**src/hw/rtl/emrc_pkg.sv**
```systemverilog
// Shared types and constants for the encoder motor ramp controller.
package emrc_pkg;

   localparam int MAX_OVERSHOOT    = 8;
   localparam int VELOCITY_SCALE   = 4096;
   localparam int RINGING_VELOCITY = 99;
   localparam int MIN_DOWN_EDGES   = 3;
   localparam int SHORT_MOVE       = 6;
   localparam int UP_STEP_MIN      = 2;
   localparam int DIV_QW           = 16;

   localparam logic [7:0]  RST_MIN_SPEED     = 8'd40;
   localparam logic [7:0]  RST_STOP_SPEED    = 8'd30;
   localparam logic [7:0]  RST_MAX_SPEED     = 8'd255;
   localparam logic [4:0]  RST_SPEED_COMP    = 5'd0;
   localparam logic [7:0]  RST_RAMP_INTERVAL = 8'd20;
   localparam logic [7:0]  RST_RAMP_UP_STEP  = 8'd4;
   localparam logic [7:0]  RST_EDGE_MASK     = 8'd4;
   localparam logic [15:0] RST_STALL_TIMEOUT = 16'd500;

   typedef enum logic [1:0] {PH_STOP, PH_UP, PH_FULL, PH_DOWN} phase_type;
   typedef enum logic [1:0] {DRV_FWD, DRV_BACK, DRV_BRAKE, DRV_RELEASE} drive_type;
   typedef enum logic [1:0] {MODE_TICK, MODE_EDGE, MODE_GO, MODE_STOP} mode_type;

   typedef enum logic [2:0] {
      REG_MIN_SPEED, REG_STOP_SPEED, REG_MAX_SPEED, REG_SPEED_COMP,
      REG_RAMP_INTERVAL, REG_RAMP_UP_STEP, REG_EDGE_MASK, REG_STALL_TIMEOUT
   } reg_index_type;

   typedef struct packed {
      logic [7:0]  min_speed;
      logic [7:0]  stop_speed;
      logic [7:0]  max_speed;
      logic [4:0]  speed_comp;
      logic [7:0]  ramp_interval;
      logic [7:0]  ramp_up_step;
      logic [7:0]  edge_mask;
      logic [15:0] stall_timeout;
   } cfg_type;

   typedef enum logic [3:0] {
      CMD_NONE, CMD_LOAD, CMD_NOW, CMD_PHASE, CMD_FULLDOWN, CMD_DOWNAPPLY,
      CMD_STALL, CMD_EDGE, CMD_EDGEVEL, CMD_GO, CMD_STOP
   } cmd_type;

   typedef struct packed {
      logic div_started;
      logic div_done;
   } stat_type;

   typedef enum logic [3:0] {
      ST_IDLE, ST_NOW, ST_PHASE, ST_FULLDOWN, ST_DIVDOWN, ST_DOWNAPPLY,
      ST_STALL, ST_EDGE, ST_DIVVEL, ST_EDGEVEL, ST_GO, ST_STOP, ST_DONE
   } state_type;

endpackage

```
**src/hw/rtl/encoder_motor_ramp_controller.sv**
```systemverilog
// Top level: register file, sequencer and motion datapath.
//
//  channel | direction | handshake                     | payload
//  req     | in        | req_tvalid / req_tready       | tuser mode, tdata go_distance
//  rsp     | out       | rsp_tvalid / rsp_tready       | tdata speed, mode, phase, counts
//  csr     | in        | csr_psel, csr_penable, pready | 8 registers at 4*i
//
// A tick steps through the NOW, PHASE, FULLDOWN and STALL states, waiting on
// the shared restoring divider when ramp-down entry divides; an encoder edge
// waits on it for the velocity division. A stop request or move command runs
// a single state. The next item is taken once the result is taken.
// Synchronous reset returns the motor to stopped and released, with the
// register defaults loaded.
module encoder_motor_ramp_controller #(
   parameter int COUNT_WIDTH = 16
) (
   input  logic               clock,
   input  logic               reset,
   input  logic               req_tvalid,
   output logic               req_tready,
   input  logic signed [15:0] req_tdata,   // [15:0] go_distance
   input  logic [1:0]         req_tuser,   // [1:0] mode
   output logic               rsp_tvalid,
   input  logic               rsp_tready,
   output logic [55:0]        rsp_tdata,   // [7:0] drive_speed, [9:8] drive_mode,
                                           // [11:10] phase, [27:12] travelled,
                                           // [43:28] wheel_velocity, [51:44] arrival_speed
   input  logic               csr_psel,
   input  logic               csr_penable,
   input  logic               csr_pwrite,
   input  logic [4:0]         csr_paddr,
   input  logic [31:0]        csr_pwdata,
   output logic [31:0]        csr_prdata,
   output logic               csr_pready
);
   import emrc_pkg::*;

   cfg_type       cfg_ff, cfg_in;
   reg_index_type csr_index;
   logic          csr_write;
   cmd_type       cmd;
   stat_type      stat;
   logic [7:0]    drive_speed;
   logic [1:0]    drive_mode;
   logic [1:0]    phase;
   logic [15:0]   travelled;
   logic [15:0]   wheel_velocity;
   logic [7:0]    arrival_speed;

   assign csr_pready = 1'b1;
   assign csr_index  = reg_index_type'(csr_paddr[4:2]);
   assign csr_write  = csr_psel && csr_penable && csr_pwrite && csr_pready;

   always_comb begin
      cfg_in = cfg_ff;
      if (csr_write) begin
         case (csr_index)
            REG_MIN_SPEED:     cfg_in.min_speed     = csr_pwdata[7:0];
            REG_STOP_SPEED:    cfg_in.stop_speed    = csr_pwdata[7:0];
            REG_MAX_SPEED:     cfg_in.max_speed     = csr_pwdata[7:0];
            REG_SPEED_COMP:    cfg_in.speed_comp    = csr_pwdata[4:0];
            REG_RAMP_INTERVAL: cfg_in.ramp_interval = csr_pwdata[7:0];
            REG_RAMP_UP_STEP:  cfg_in.ramp_up_step  = csr_pwdata[7:0];
            REG_EDGE_MASK:     cfg_in.edge_mask     = csr_pwdata[7:0];
            REG_STALL_TIMEOUT: cfg_in.stall_timeout = csr_pwdata[15:0];
            default: ;
         endcase
      end
   end

   always_comb begin
      case (csr_index)
         REG_MIN_SPEED:     csr_prdata = 32'(cfg_ff.min_speed);
         REG_STOP_SPEED:    csr_prdata = 32'(cfg_ff.stop_speed);
         REG_MAX_SPEED:     csr_prdata = 32'(cfg_ff.max_speed);
         REG_SPEED_COMP:    csr_prdata = 32'(cfg_ff.speed_comp);
         REG_RAMP_INTERVAL: csr_prdata = 32'(cfg_ff.ramp_interval);
         REG_RAMP_UP_STEP:  csr_prdata = 32'(cfg_ff.ramp_up_step);
         REG_EDGE_MASK:     csr_prdata = 32'(cfg_ff.edge_mask);
         REG_STALL_TIMEOUT: csr_prdata = 32'(cfg_ff.stall_timeout);
         default:           csr_prdata = '0;
      endcase
   end

   always_ff @(posedge clock) begin
      if (reset) begin
         cfg_ff.min_speed     <= RST_MIN_SPEED;
         cfg_ff.stop_speed    <= RST_STOP_SPEED;
         cfg_ff.max_speed     <= RST_MAX_SPEED;
         cfg_ff.speed_comp    <= RST_SPEED_COMP;
         cfg_ff.ramp_interval <= RST_RAMP_INTERVAL;
         cfg_ff.ramp_up_step  <= RST_RAMP_UP_STEP;
         cfg_ff.edge_mask     <= RST_EDGE_MASK;
         cfg_ff.stall_timeout <= RST_STALL_TIMEOUT;
      end else begin
         cfg_ff <= cfg_in;
      end
   end

   emrc_ctrl u_ctrl (
      .clock      (clock),
      .reset      (reset),
      .req_tvalid (req_tvalid),
      .req_tready (req_tready),
      .req_mode   (req_tuser),
      .rsp_tvalid (rsp_tvalid),
      .rsp_tready (rsp_tready),
      .cmd        (cmd),
      .stat       (stat)
   );

   emrc_datapath #(.COUNT_WIDTH(COUNT_WIDTH)) u_datapath (
      .clock          (clock),
      .reset          (reset),
      .cfg            (cfg_ff),
      .cmd            (cmd),
      .go_distance    (req_tdata),
      .stat           (stat),
      .drive_speed    (drive_speed),
      .drive_mode     (drive_mode),
      .phase          (phase),
      .travelled      (travelled),
      .wheel_velocity (wheel_velocity),
      .arrival_speed  (arrival_speed)
   );

   assign rsp_tdata = {4'd0, arrival_speed, wheel_velocity, travelled,
                       phase, drive_mode, drive_speed};

endmodule

```
**src/hw/rtl/emrc_div.sv**
```systemverilog
// Restoring divider, one quotient bit per cycle.
module emrc_div #(
   parameter int DW = 16
) (
   input  logic                           clock,
   input  logic                           reset,
   input  logic                           start,
   input  logic [emrc_pkg::DIV_QW-1:0]    dividend,
   input  logic [DW-1:0]                  divisor,
   output logic                           done,
   output logic [emrc_pkg::DIV_QW-1:0]    quotient
);
   import emrc_pkg::*;

   localparam int CNTW = $clog2(DIV_QW);

   logic                busy_ff, busy_in;
   logic                done_ff, done_in;
   logic [CNTW-1:0]     cnt_ff, cnt_in;
   logic [DIV_QW-1:0]   q_ff, q_in;
   logic [DW-1:0]       rem_ff, rem_in;
   logic [DW-1:0]       div_ff, div_in;
   logic [DW:0]         rem_sh;
   logic [DW:0]         rem_sub;
   logic                ge;

   always_comb begin
      rem_sh  = {rem_ff, q_ff[DIV_QW-1]};
      ge      = rem_sh >= {1'b0, div_ff};
      rem_sub = rem_sh - {1'b0, div_ff};
      busy_in = busy_ff;
      done_in = 1'b0;
      cnt_in  = cnt_ff;
      q_in    = q_ff;
      rem_in  = rem_ff;
      div_in  = div_ff;
      if (start) begin
         busy_in = 1'b1;
         cnt_in  = CNTW'(DIV_QW - 1);
         q_in    = dividend;
         rem_in  = '0;
         div_in  = divisor;
      end else if (busy_ff) begin
         q_in   = {q_ff[DIV_QW-2:0], ge};
         rem_in = ge ? rem_sub[DW-1:0] : rem_sh[DW-1:0];
         cnt_in = cnt_ff - 1'b1;
         if (cnt_ff == '0) begin
            busy_in = 1'b0;
            done_in = 1'b1;
         end
      end
   end

   always_ff @(posedge clock) begin
      if (reset) begin
         busy_ff <= 1'b0;
         done_ff <= 1'b0;
         cnt_ff  <= '0;
      end else begin
         busy_ff <= busy_in;
         done_ff <= done_in;
         cnt_ff  <= cnt_in;
      end
      q_ff   <= q_in;
      rem_ff <= rem_in;
      div_ff <= div_in;
   end

   assign done     = done_ff;
   assign quotient = q_ff;

endmodule

```
**src/hw/rtl/emrc_datapath.sv**
```systemverilog
// Motion state registers and the arithmetic for each controller command.
module emrc_datapath #(
   parameter int COUNT_WIDTH = 16
) (
   input  logic                 clock,
   input  logic                 reset,
   input  emrc_pkg::cfg_type    cfg,
   input  emrc_pkg::cmd_type    cmd,
   input  logic signed [15:0]   go_distance,
   output emrc_pkg::stat_type   stat,
   output logic [7:0]           drive_speed,
   output logic [1:0]           drive_mode,
   output logic [1:0]           phase,
   output logic [15:0]          travelled,
   output logic [15:0]          wheel_velocity,
   output logic [7:0]           arrival_speed
);
   import emrc_pkg::*;

   localparam int CW = COUNT_WIDTH;
   localparam int DW = (CW > 16) ? CW : 16;
   localparam int SW = DW + 3;
   localparam logic [CW-1:0] CMAX = '1;
   localparam logic signed [SW-1:0] CMAX_W = $signed(SW'(CMAX));
   localparam logic signed [SW-1:0] OVERSHOOT_W = SW'(MAX_OVERSHOOT);

   function automatic logic [CW-1:0] sat_count(input logic signed [SW-1:0] v);
      logic [CW-1:0] r;
      if (v < 0) r = '0;
      else if (v > CMAX_W) r = CMAX;
      else r = v[CW-1:0];
      return r;
   endfunction

   phase_type          phase_ff, phase_in;
   drive_type          drive_ff, drive_in;
   logic [7:0]         cur_ff, cur_in;
   logic [7:0]         ceil_ff, ceil_in;
   logic [CW-1:0]      target_ff, target_in;
   logic [CW-1:0]      edge_ff, edge_in;
   logic [CW-1:0]      ncc_ff, ncc_in;
   logic [CW-1:0]      car_ff, car_in;
   logic [CW-1:0]      last_target_ff, last_target_in;
   logic [7:0]         down_ff, down_in;
   logic [7:0]         up_ff, up_in;
   logic [31:0]        now_ff, now_in;
   logic [31:0]        next_ramp_ff, next_ramp_in;
   logic [31:0]        last_edge_ff, last_edge_in;
   logic               reverse_ff, reverse_in;
   logic [15:0]        vel_ff, vel_in;
   logic [7:0]         arrival_ff, arrival_in;
   logic signed [15:0] go_ff, go_in;
   logic               neg_ff, neg_in;

   logic               div_start;
   logic [DIV_QW-1:0]  div_a;
   logic [DW-1:0]      div_b;
   logic               div_done;
   logic [DIV_QW-1:0]  div_q;

   logic               ncc_reached;
   logic [7:0]         up_sum;
   logic [7:0]         rd;
   logic [7:0]         cur_tmp;
   logic [7:0]         dstep;
   logic [8:0]         num_mag;
   logic [15:0]        dt;
   logic [16:0]        dmag;
   logic signed [SW-1:0] dext;
   logic signed [SW-1:0] delta;
   logic signed [SW-1:0] delta_mag;
   logic [CW-1:0]      tgt;

   emrc_div #(.DW(DW)) u_div (
      .clock    (clock),
      .reset    (reset),
      .start    (div_start),
      .dividend (div_a),
      .divisor  (div_b),
      .done     (div_done),
      .quotient (div_q)
   );

   always_comb begin
      phase_in       = phase_ff;
      drive_in       = drive_ff;
      cur_in         = cur_ff;
      ceil_in        = ceil_ff;
      target_in      = target_ff;
      edge_in        = edge_ff;
      ncc_in         = ncc_ff;
      car_in         = car_ff;
      last_target_in = last_target_ff;
      down_in        = down_ff;
      up_in          = up_ff;
      now_in         = now_ff;
      next_ramp_in   = next_ramp_ff;
      last_edge_in   = last_edge_ff;
      reverse_in     = reverse_ff;
      vel_in         = vel_ff;
      arrival_in     = arrival_ff;
      go_in          = go_ff;
      neg_in         = neg_ff;
      div_start      = 1'b0;
      div_a          = '0;
      div_b          = '0;
      ncc_reached    = edge_ff >= ncc_ff;
      up_sum         = cur_ff + up_ff;
      rd             = edge_ff[7:0];
      cur_tmp        = cur_ff;
      num_mag        = (cur_ff < cfg.stop_speed) ? {cfg.stop_speed - cur_ff, 1'b0}
                                                 : {cur_ff - cfg.stop_speed, 1'b0};
      dt             = now_ff[15:0] - last_edge_ff[15:0];
      dmag           = go_ff[15] ? (17'd0 - {1'b1, go_ff}) : {1'b0, go_ff};
      dext           = $signed(SW'(dmag));
      delta          = $signed(SW'(edge_ff)) - $signed(SW'(last_target_ff));
      delta_mag      = (delta < 0) ? -delta : delta;
      tgt            = target_ff;
      // negative numerator: truncated quotient plus one is one only when zero
      if (neg_ff) dstep = (div_q == '0) ? 8'd1 : 8'd0;
      else if (div_q >= DIV_QW'(255)) dstep = 8'd255;
      else dstep = div_q[7:0] + 8'd1;

      case (cmd)
         CMD_LOAD: go_in = go_distance;
         CMD_NOW:  now_in = now_ff + 32'd1;
         CMD_PHASE: begin
            case (phase_ff)
               PH_STOP: begin
                  if (target_ff != '0) begin
                     phase_in     = PH_UP;
                     drive_in     = reverse_ff ? DRV_BACK : DRV_FWD;
                     next_ramp_in = now_ff + 32'(cfg.ramp_interval);
                     cur_in       = cfg.min_speed;
                     ncc_in       = target_ff >> 1;
                     last_edge_in = now_ff - 32'(cfg.edge_mask) - 32'd1;
                     up_in        = (cfg.ramp_up_step < 8'(UP_STEP_MIN))
                                    ? 8'(UP_STEP_MIN) : cfg.ramp_up_step;
                  end
               end
               PH_UP: begin
                  if (now_ff >= next_ramp_ff) begin
                     next_ramp_in = next_ramp_ff + 32'(cfg.ramp_interval);
                     // clip on overshoot of the ceiling or 8-bit wrap
                     if (up_sum > ceil_ff || up_sum <= up_ff) up_sum = ceil_ff;
                     cur_in = up_sum;
                     if (up_sum == ceil_ff || ncc_reached) begin
                        phase_in = PH_FULL;
                        car_in   = edge_ff;
                        if (rd < 8'(MIN_DOWN_EDGES) && target_ff > CW'(SHORT_MOVE))
                           rd = 8'(MIN_DOWN_EDGES);
                        ncc_in = sat_count($signed(SW'(target_ff)) - $signed(SW'(rd)));
                     end
                  end
               end
               default: ;
            endcase
         end
         CMD_FULLDOWN: begin
            if (phase_ff == PH_FULL) begin
               if (ncc_reached) begin
                  ncc_in   = ncc_ff + 1'b1;
                  phase_in = PH_DOWN;
                  if (target_ff <= edge_ff) begin
                     down_in = '0;
                     cur_in  = cfg.stop_speed;
                  end else begin
                     div_start = 1'b1;
                     neg_in    = cur_ff < cfg.stop_speed;
                     div_a     = DIV_QW'(num_mag);
                     div_b     = DW'(target_ff - edge_ff);
                  end
               end
            end else if (phase_ff == PH_DOWN) begin
               if (ncc_reached) begin
                  ncc_in  = ncc_ff + 1'b1;
                  cur_tmp = (cur_ff > down_ff) ? cur_ff - down_ff : cfg.stop_speed;
                  if (cur_tmp < cfg.stop_speed) cur_tmp = cfg.stop_speed;
               end
               cur_in = cur_tmp;
               if (edge_ff >= target_ff) begin
                  arrival_in = cur_tmp;
                  cur_in     = '0;
                  phase_in   = PH_STOP;
                  target_in  = '0;
                  drive_in   = DRV_BRAKE;
               end
            end
         end
         CMD_DOWNAPPLY: begin
            down_in = dstep;
            cur_in  = (cur_ff > dstep) ? cur_ff - dstep : cfg.stop_speed;
         end
         CMD_STALL: begin
            if (phase_ff != PH_STOP && now_ff > last_edge_ff + 32'(cfg.stall_timeout)) begin
               arrival_in = cur_ff;
               cur_in     = '0;
               phase_in   = PH_STOP;
               target_in  = '0;
               drive_in   = DRV_BRAKE;
            end
         end
         CMD_EDGE: begin
            if (dt <= 16'(cfg.edge_mask)) begin
               vel_in = 16'(RINGING_VELOCITY);
            end else begin
               last_edge_in = now_ff;
               edge_in      = edge_ff + 1'b1;
               div_start    = 1'b1;
               div_a        = DIV_QW'(VELOCITY_SCALE);
               div_b        = DW'(dt);
            end
         end
         CMD_EDGEVEL: vel_in = 16'(div_q);
         CMD_GO: begin
            if (go_ff > 16'sd0) reverse_in = 1'b0;
            else if (go_ff < 16'sd0) reverse_in = 1'b1;
            if (phase_ff == PH_STOP) begin
               ceil_in = (cfg.max_speed > 8'(cfg.speed_comp))
                         ? cfg.max_speed - 8'(cfg.speed_comp) : 8'd0;
               // take the last move's overshoot off the new distance
               if (delta_mag <= OVERSHOOT_W && dext >= delta) tgt = sat_count(dext - delta);
               else tgt = sat_count(dext);
               edge_in = '0;
            end else begin
               tgt    = sat_count($signed(SW'(target_ff)) + dext);
               ncc_in = sat_count($signed(SW'(ncc_ff)) + dext);
            end
            target_in      = tgt;
            last_target_in = tgt;
         end
         CMD_STOP: begin
            if (phase_ff != PH_STOP) begin
               ncc_in    = edge_ff;
               target_in = sat_count($signed(SW'(edge_ff)) + $signed(SW'(car_ff)));
            end
         end
         default: ;
      endcase
   end

   always_ff @(posedge clock) begin
      if (reset) begin
         phase_ff       <= PH_STOP;
         drive_ff       <= DRV_RELEASE;
         cur_ff         <= '0;
         ceil_ff        <= '0;
         target_ff      <= '0;
         edge_ff        <= '0;
         ncc_ff         <= '0;
         car_ff         <= '0;
         last_target_ff <= '0;
         down_ff        <= '0;
         up_ff          <= '0;
         now_ff         <= '0;
         next_ramp_ff   <= '0;
         last_edge_ff   <= '0;
         reverse_ff     <= 1'b0;
         vel_ff         <= '0;
         arrival_ff     <= '0;
      end else begin
         phase_ff       <= phase_in;
         drive_ff       <= drive_in;
         cur_ff         <= cur_in;
         ceil_ff        <= ceil_in;
         target_ff      <= target_in;
         edge_ff        <= edge_in;
         ncc_ff         <= ncc_in;
         car_ff         <= car_in;
         last_target_ff <= last_target_in;
         down_ff        <= down_in;
         up_ff          <= up_in;
         now_ff         <= now_in;
         next_ramp_ff   <= next_ramp_in;
         last_edge_ff   <= last_edge_in;
         reverse_ff     <= reverse_in;
         vel_ff         <= vel_in;
         arrival_ff     <= arrival_in;
      end
      go_ff  <= go_in;
      neg_ff <= neg_in;
   end

   assign stat.div_started = div_start;
   assign stat.div_done    = div_done;
   assign drive_speed      = cur_ff;
   assign drive_mode       = drive_ff;
   assign phase            = phase_ff;
   assign travelled        = 16'(edge_ff);
   assign wheel_velocity   = vel_ff;
   assign arrival_speed    = arrival_ff;

endmodule

```
**src/hw/rtl/emrc_ctrl.sv**
```systemverilog
// Sequencer: steps each event through the datapath commands.
module emrc_ctrl (
   input  logic                 clock,
   input  logic                 reset,
   input  logic                 req_tvalid,
   output logic                 req_tready,
   input  logic [1:0]           req_mode,
   output logic                 rsp_tvalid,
   input  logic                 rsp_tready,
   output emrc_pkg::cmd_type    cmd,
   input  emrc_pkg::stat_type   stat
);
   import emrc_pkg::*;

   state_type state_ff, state_in;
   logic      rsp_valid_ff, rsp_valid_in;
   logic      accept;

   assign accept = req_tvalid && req_tready;

   always_comb begin
      state_in = state_ff;
      case (state_ff)
         ST_IDLE: begin
            if (accept) begin
               case (mode_type'(req_mode))
                  MODE_TICK: state_in = ST_NOW;
                  MODE_EDGE: state_in = ST_EDGE;
                  MODE_GO:   state_in = ST_GO;
                  default:   state_in = ST_STOP;
               endcase
            end
         end
         ST_NOW:       state_in = ST_PHASE;
         ST_PHASE:     state_in = ST_FULLDOWN;
         ST_FULLDOWN:  state_in = stat.div_started ? ST_DIVDOWN : ST_STALL;
         ST_DIVDOWN:   if (stat.div_done) state_in = ST_DOWNAPPLY;
         ST_DOWNAPPLY: state_in = ST_STALL;
         ST_STALL:     state_in = ST_DONE;
         ST_EDGE:      state_in = stat.div_started ? ST_DIVVEL : ST_DONE;
         ST_DIVVEL:    if (stat.div_done) state_in = ST_EDGEVEL;
         ST_EDGEVEL:   state_in = ST_DONE;
         ST_GO:        state_in = ST_DONE;
         ST_STOP:      state_in = ST_DONE;
         ST_DONE:      state_in = ST_IDLE;
         default:      state_in = ST_IDLE;
      endcase
   end

   always_comb begin
      req_tready   = (state_ff == ST_IDLE) && !rsp_valid_ff;
      rsp_valid_in = rsp_valid_ff && !rsp_tready;
      cmd          = CMD_NONE;
      case (state_ff)
         ST_IDLE:      cmd = accept ? CMD_LOAD : CMD_NONE;
         ST_NOW:       cmd = CMD_NOW;
         ST_PHASE:     cmd = CMD_PHASE;
         ST_FULLDOWN:  cmd = CMD_FULLDOWN;
         ST_DOWNAPPLY: cmd = CMD_DOWNAPPLY;
         ST_STALL:     cmd = CMD_STALL;
         ST_EDGE:      cmd = CMD_EDGE;
         ST_EDGEVEL:   cmd = CMD_EDGEVEL;
         ST_GO:        cmd = CMD_GO;
         ST_STOP:      cmd = CMD_STOP;
         ST_DONE:      rsp_valid_in = 1'b1;
         default:      cmd = CMD_NONE;
      endcase
   end

   always_ff @(posedge clock) begin
      if (reset) begin
         state_ff     <= ST_IDLE;
         rsp_valid_ff <= 1'b0;
      end else begin
         state_ff     <= state_in;
         rsp_valid_ff <= rsp_valid_in;
      end
   end

   assign rsp_tvalid = rsp_valid_ff;

endmodule
```
**config.mk**
```make
export PLATFORM = sky130hd
export DESIGN_NAME = encoder_motor_ramp_controller
export DESIGN_NICKNAME = d
export VERILOG_FILES = /design/src/hw/rtl/emrc_pkg.sv /design/src/hw/rtl/encoder_motor_ramp_controller.sv /design/src/hw/rtl/emrc_div.sv /design/src/hw/rtl/emrc_datapath.sv /design/src/hw/rtl/emrc_ctrl.sv
export SDC_FILE = /design/constraint.sdc
export NUM_CORES = 2
export LEC_CHECK = 0
export BUFFER_PORTS_ARGS = -buffer_cell sky130_fd_sc_hd__buf_4
export CORE_MARGIN = 4
export CORE_UTILIZATION = 45
export CTS_CLUSTER_DIAMETER = 60
export DETAILED_ROUTE_END_ITERATION = 8
export HOLD_SLACK_MARGIN = 0.1
export SKIP_LAST_GASP = 1
export SYNTH_ARGS = -nofsm -noshare
export SYNTH_HDL_FRONTEND = slang
export SYNTH_SLANG_ARGS = --single-unit
export TNS_END_PERCENT = 5
```
**constraint.sdc**
```tcl
create_clock -name clock -period 15.85 [get_ports clock]
set_input_delay 3.17 -clock clock [delete_from_list [all_inputs] [get_ports clock]]
set_output_delay 3.17 -clock clock [all_outputs]
set_load 0.01 [all_outputs]
```
Yosys cells after proc, flatten, opt, wreduce, memory -nomap -nowiden
Index checks and enable logic that the tools add are counted.

cells by class
  $add $sub $neg = 27
  $lt $le $gt $ge = 34
  eq/ne operators = 62
  muxes and demuxes = 136
  bitwise operators = 2
  reduce and logical (&&, ||, !) cells = 59

operators by type and width
  cell                   number
  $mux 16                38
  $mux 8                 32
  $pmux 32 s8            1
  $mux 32                5
  $pmux 16 s2            5
  $pmux 16 s4            2
  $pmux 32 s2            2
  $gt 19x17->1 const B   4
  $lt 19x1->1 const B    4
  $add 32x8->32          2
  $pmux 8 s2             3
  $sub 16x16->16         3
  $pmux 4 s10            1
  $add 16x17->18         2
  $pmux 4 s9             1
  $lt 17x1->1 const B    2
  $add 16x1->16 const B  2
  $add 32x1->32 const B  1
  $add 32x16->32         1
  $eq 4x3->1 const B     8
  $eq 4x4->1 const B     8
  $ge 16x16->1           2
  $ge 32x32->1           1
  $gt 32x32->1           1
  other kinds (77)       189

storage, ports and cells
  register bits after elaboration = 382
  output and inout bits = 91
  logic and storage cells = 355

Logic depth before layout (Yosys ltp)
  depth after elaboration = 21
  gate-level depth with buffers = 28
  depth with buffers taken out = 27

Cells and area by module
A second synthesis with hierarchy kept.

unflattened totals
  cells, all modules = 4,230
  area total of the unflattened synthesis = 32,985.4 µm²

by module, submodules not included
  module                         times used  cells an instance  area an instance (µm²)  seq. area each (µm²)
  emrc_datapath                  1           3,461              26,220.1                5,255.0
  encoder_motor_ramp_controller  1           416                3,370.7                 1,381.3
  emrc_div                       1           294                2,980.4                 1,401.3
  emrc_ctrl                      1           59                 414.1                   100.1

Worst setup path before layout
Ideal clock, no wire load.

  kind = input -> output
  start = input csr_paddr[3]
  end = output csr_prdata[2]
  arrival time = 4.639 ns
  path slack = 8.041 ns
  stages on the path = 6
  buffers on the path = 3
  cells stage by stage = clkbuf_1 -> clkbuf_1 -> buf_1 -> mux4_2 -> nand2_1 -> o21ai_0

on the way
  word-level cells in the longest chain between the ends = 2
  elaborated cells between the ends (all ways) = 9

ends and longest elaborated chain
  item                                line                                 source
  from (decl)                         encoder_motor_ramp_controller.sv:31  input logic [4:0] csr_paddr,
  $eq 3x3->1 (tied with other cells)  encoder_motor_ramp_controller.sv:72  case (csr_index)
  $pmux 32 s8 (*)                     encoder_motor_ramp_controller.sv:72
  to (decl)                           encoder_motor_ramp_controller.sv:33  output logic [31:0] csr_prdata,

Mark *: on every way between the ends. The rest lies on a longest branch, timed or not. The select of a mux whose other input is x is not followed.

Worst setup path in the final report
  start = input csr_paddr[3]
  end = output csr_prdata[4]

Same word-level chain as after synthesis.

==> impl_metrics.csv <==
group,metric,value,unit
min_path,hold_path_class,"reg2reg",
floorplanning,die_x,275,µm
routing,dr.pass1.iters,6,
global_route,grt_pass1_vias,27700,
finish,post_route_cells_drive_above_1_share,0.0739,
setup_path,cp.required,12680,ps
setup_path,ff2ff_path_depth,19,
synth,synth_ff_type,"dfxtp_1",
floorplanning,dieHeight,275,µm
sta,period_share,0.529,
global_route,antenna_found_initial,0,
placement,gp_congestion,0.911,
sta,final_hold_viol_count,0,
setup_path,crit_fanout,29,
routing,wl_per_cell,20.1,µm
synth,async_flop_share,0,
synth,avgSynthCellArea,7.78,µm²
pwr,power_density,154,nW/µm²
min_path,hold_path_depth,2,
clock_tree,cts_sinks,382,
finish,antenna_cells,0,
pwr,leakagePower,14.9,nW
setup_path,path_class,"in2out",
sta,worst_pin_slew,1200,ps
job,max_cap_violations,0,
finish,nets,4574,
placement,pre_cts_slack,7500,ps
finish,fill_cells,6913,
placement,place_hpwl,78600,µm
global_route,grt_max_degree,142,
floorplanning,core,70400,µm²
sta,setup_slack,7470,ps
synth,synth_edf_count,49,
synth,syn_inst,4133,
synth,yosysSeqAreaShare,0.253,
clock_tree,cts_buffers,51,
synth,synthTopCellsByArea,"dfxtp_1 (21%), ha_1 (13%), a21oi_1 (5.0%), edfxtp_1 (4.6%), nor2_1 (4.6%)",
floorplanning,row_count,97,
global_route,grt_overflow,0,
floorplanning,io-pin-count,153,
synth,synth_seq_cells,382,
setup_path,critPathCaptureType,"primary output",
synth,synth_top_area_share,0.207,
global_route,grt_usage,0.264,
routing,drc,0,
synth,ys_types,92,
pwr,power,5.47,mW
sta,setup_tns,0,ps
synth,synth_top_cell_by_area,"dfxtp_1",
floorplanning,start_util,0.457,
sta,fin_worst_skew,45.0,ps
clock_tree,post-cts-setup-buffer-count,0,
setup_path,worstPathArrival,5210,ps
synth,synth_common_cells,"nor2_1 (391), nand2_1 (377), dfxtp_1 (333)",
synth,yosysWarningCount,0,
placement,portBuffers,113,
sta,timing.fmax,119,MHz
placement,placed_area,33800,µm²
sta,rsz0062_at_grt,"false",
sta,maxSlewHeadroom,0.197,
clock_tree,cts-root-buf,"clkbuf_16",
finish,design_area,35600,µm²
synth,synth_area,32200,µm²
routing,totalWireLength,104000,µm
global_route,grt_first_pass_wirelength,160000,µm
routing,ant_nets,0,
sta,layout_min_cycle_time,8380,ps
pwr,peakVddDrop,0.000523,V
synth,yosysMostFrequentCell,"nor2_1",
clock_tree,cts-hold-fix-buffers,0,
setup_path,start_kind,"input pin",
routing,vias,30100,
clock_tree,htreeDepth,2,
clock_tree,cts_tree,"built",
clock_tree,cts_resized,0,
clock_tree,clkTransAtPathRegs,60,ps
clock_tree,clk_path_buf_depth,3,
clock_tree,clk_latency,620,ps
routing,dr.first_iter.drc_count,2482,
floorplanning,die_area,75800,µm²
finish,syn2layout_area_growth,10.7,%
routing,viasPerCell,5.84,
sta,setup_viol,0,
status,status,"complete, no violations",
sta,drv_slew,0,
==> worst max-delay path: stages <==
cell and delay, ps:
buf_4 300, inv_1 210, nor2_1 430, a22o_1 220
a21oi_1 70, o21ai_0 560, buf_4 240
==> where the power goes <==
| group | leakage [nW] | total (mW) | switching, mW | internal [mW] |
|---|---|---|---|---|
| clock | 0.853 | 1.20 | 0.482 | 0.723 |
| combinational | 11.0 | 3.07 | 1.86 | 1.20 |
| sequential | 3.11 | 1.19 | 0.119 | 1.07 |
==> cells in the final DEF, fill, tap and decap left out, types with 16 or more instances in the layout <==
master / n
a211oi_1: 61
or2_2: 17
nand2b_1: 43
a311oi_1: 20
nand2_1: 376
mux2i_1: 101
o211ai_1: 31
nand3_1: 129
conb_1: 23
clkbuf_16: 53
o31ai_1: 24
a21boi_0: 17
and2_1: 29
o21ai_0: 253
nor4_1: 31
edfxtp_1: 49
o2111ai_1: 16
ha_1: 328
and3_1: 41
nor3_1: 81
buf_4: 168
o21a_1: 37
fa_1: 18
dfxtp_1: 333
or3_1: 28
nand4_1: 57
a22oi_1: 27
xor2_1: 101
a211o_1: 30
a31oi_1: 37
nor2b_1: 51
o21bai_1: 23
a21oi_1: 323
a21o_1: 104
nor2_1: 389
xnor2_1: 166
inv_1: 302
==> worst paths after layout <==
kind	endpoint	startpoint	slack [ps]
worst max register to register	u_datapath.target_ff[8]	u_datapath.travelled[0]	8700
worst max-delay path	csr_prdata[4]	csr_paddr[3]	7470
worst min register to register	u_datapath.next_ramp_ff[3]	u_datapath.next_ramp_ff[3]	460
worst min-delay path	u_datapath.next_ramp_ff[3]	u_datapath.next_ramp_ff[3]	460
==> layer usage <==
metal | global-route usage | share of wire | vias to the layer above
met1 | 0.358 | 0.46 | 14200
met5 | 0 | 0 | -
met4 | 0.0802 | 0.031 | 0
met2 | 0.446 | 0.46 | 801
met3 | 0.0283 | 0.051 | 177
li1 | - | - | 14900
==> metrics by stage <==
stage,hold WS [ps],utilization,cells
floorplan,432,-,4154
detailed placement,449,0.481,5053
CTS,459,0.506,5146
finish,457,0.506,5146
global placement,439,0.481,5053
global route,473,0.506,5146
==> sequential cells by signal, summed over array words and instances, names as in the netlist, 16 cells and up <==
name and flops:
u_datapath.u_div.quotient 16, u_datapath.next_ramp_ff 32, u_datapath.last_target_ff 16, u_datapath.u_div.div_ff 16, u_datapath.wheel_velocity 16, u_datapath.go_ff 16, u_datapath.last_edge_ff 32, u_datapath.car_ff 16
u_datapath.ncc_ff 16, cfg_ff 69, u_datapath.target_ff 16, u_datapath.u_div.rem_ff 16, u_datapath.travelled 16, u_datapath.now_ff 32
==> area by class of cell <==
class | count | area [µm²] | area share
repair buffers | 169 | 1280 | 0.0359
flip-flops and latches | 382 | 8140 | 0.229
multi-input cells | 3258 | 22100 | 0.621
clock inverters | 28 | 345 | 0.00970
clock buffers | 65 | 1420 | 0.0399
well taps | 940 | 1180 | 0.0330
inverters | 304 | 1140 | 0.0321
==> cells by family (layout without fill, tap and decap cells) <==
kind of cell	after synthesis	in the layout	synth area share
AO/OA/AOI/OAI	1161	1161	0.234
adder cells (fa/ha/maj)	346	346	0.139
other	2	23	0.000234
flip-flops	382	382	0.253
multiplexers	113	113	0.0374
AND/OR/NAND/NOR	1344	1344	0.198
buffers and inverters	514	566	0.0631
XOR/XNOR	271	271	0.0756
No activity file was read; power rests on OpenSTA's default activity.
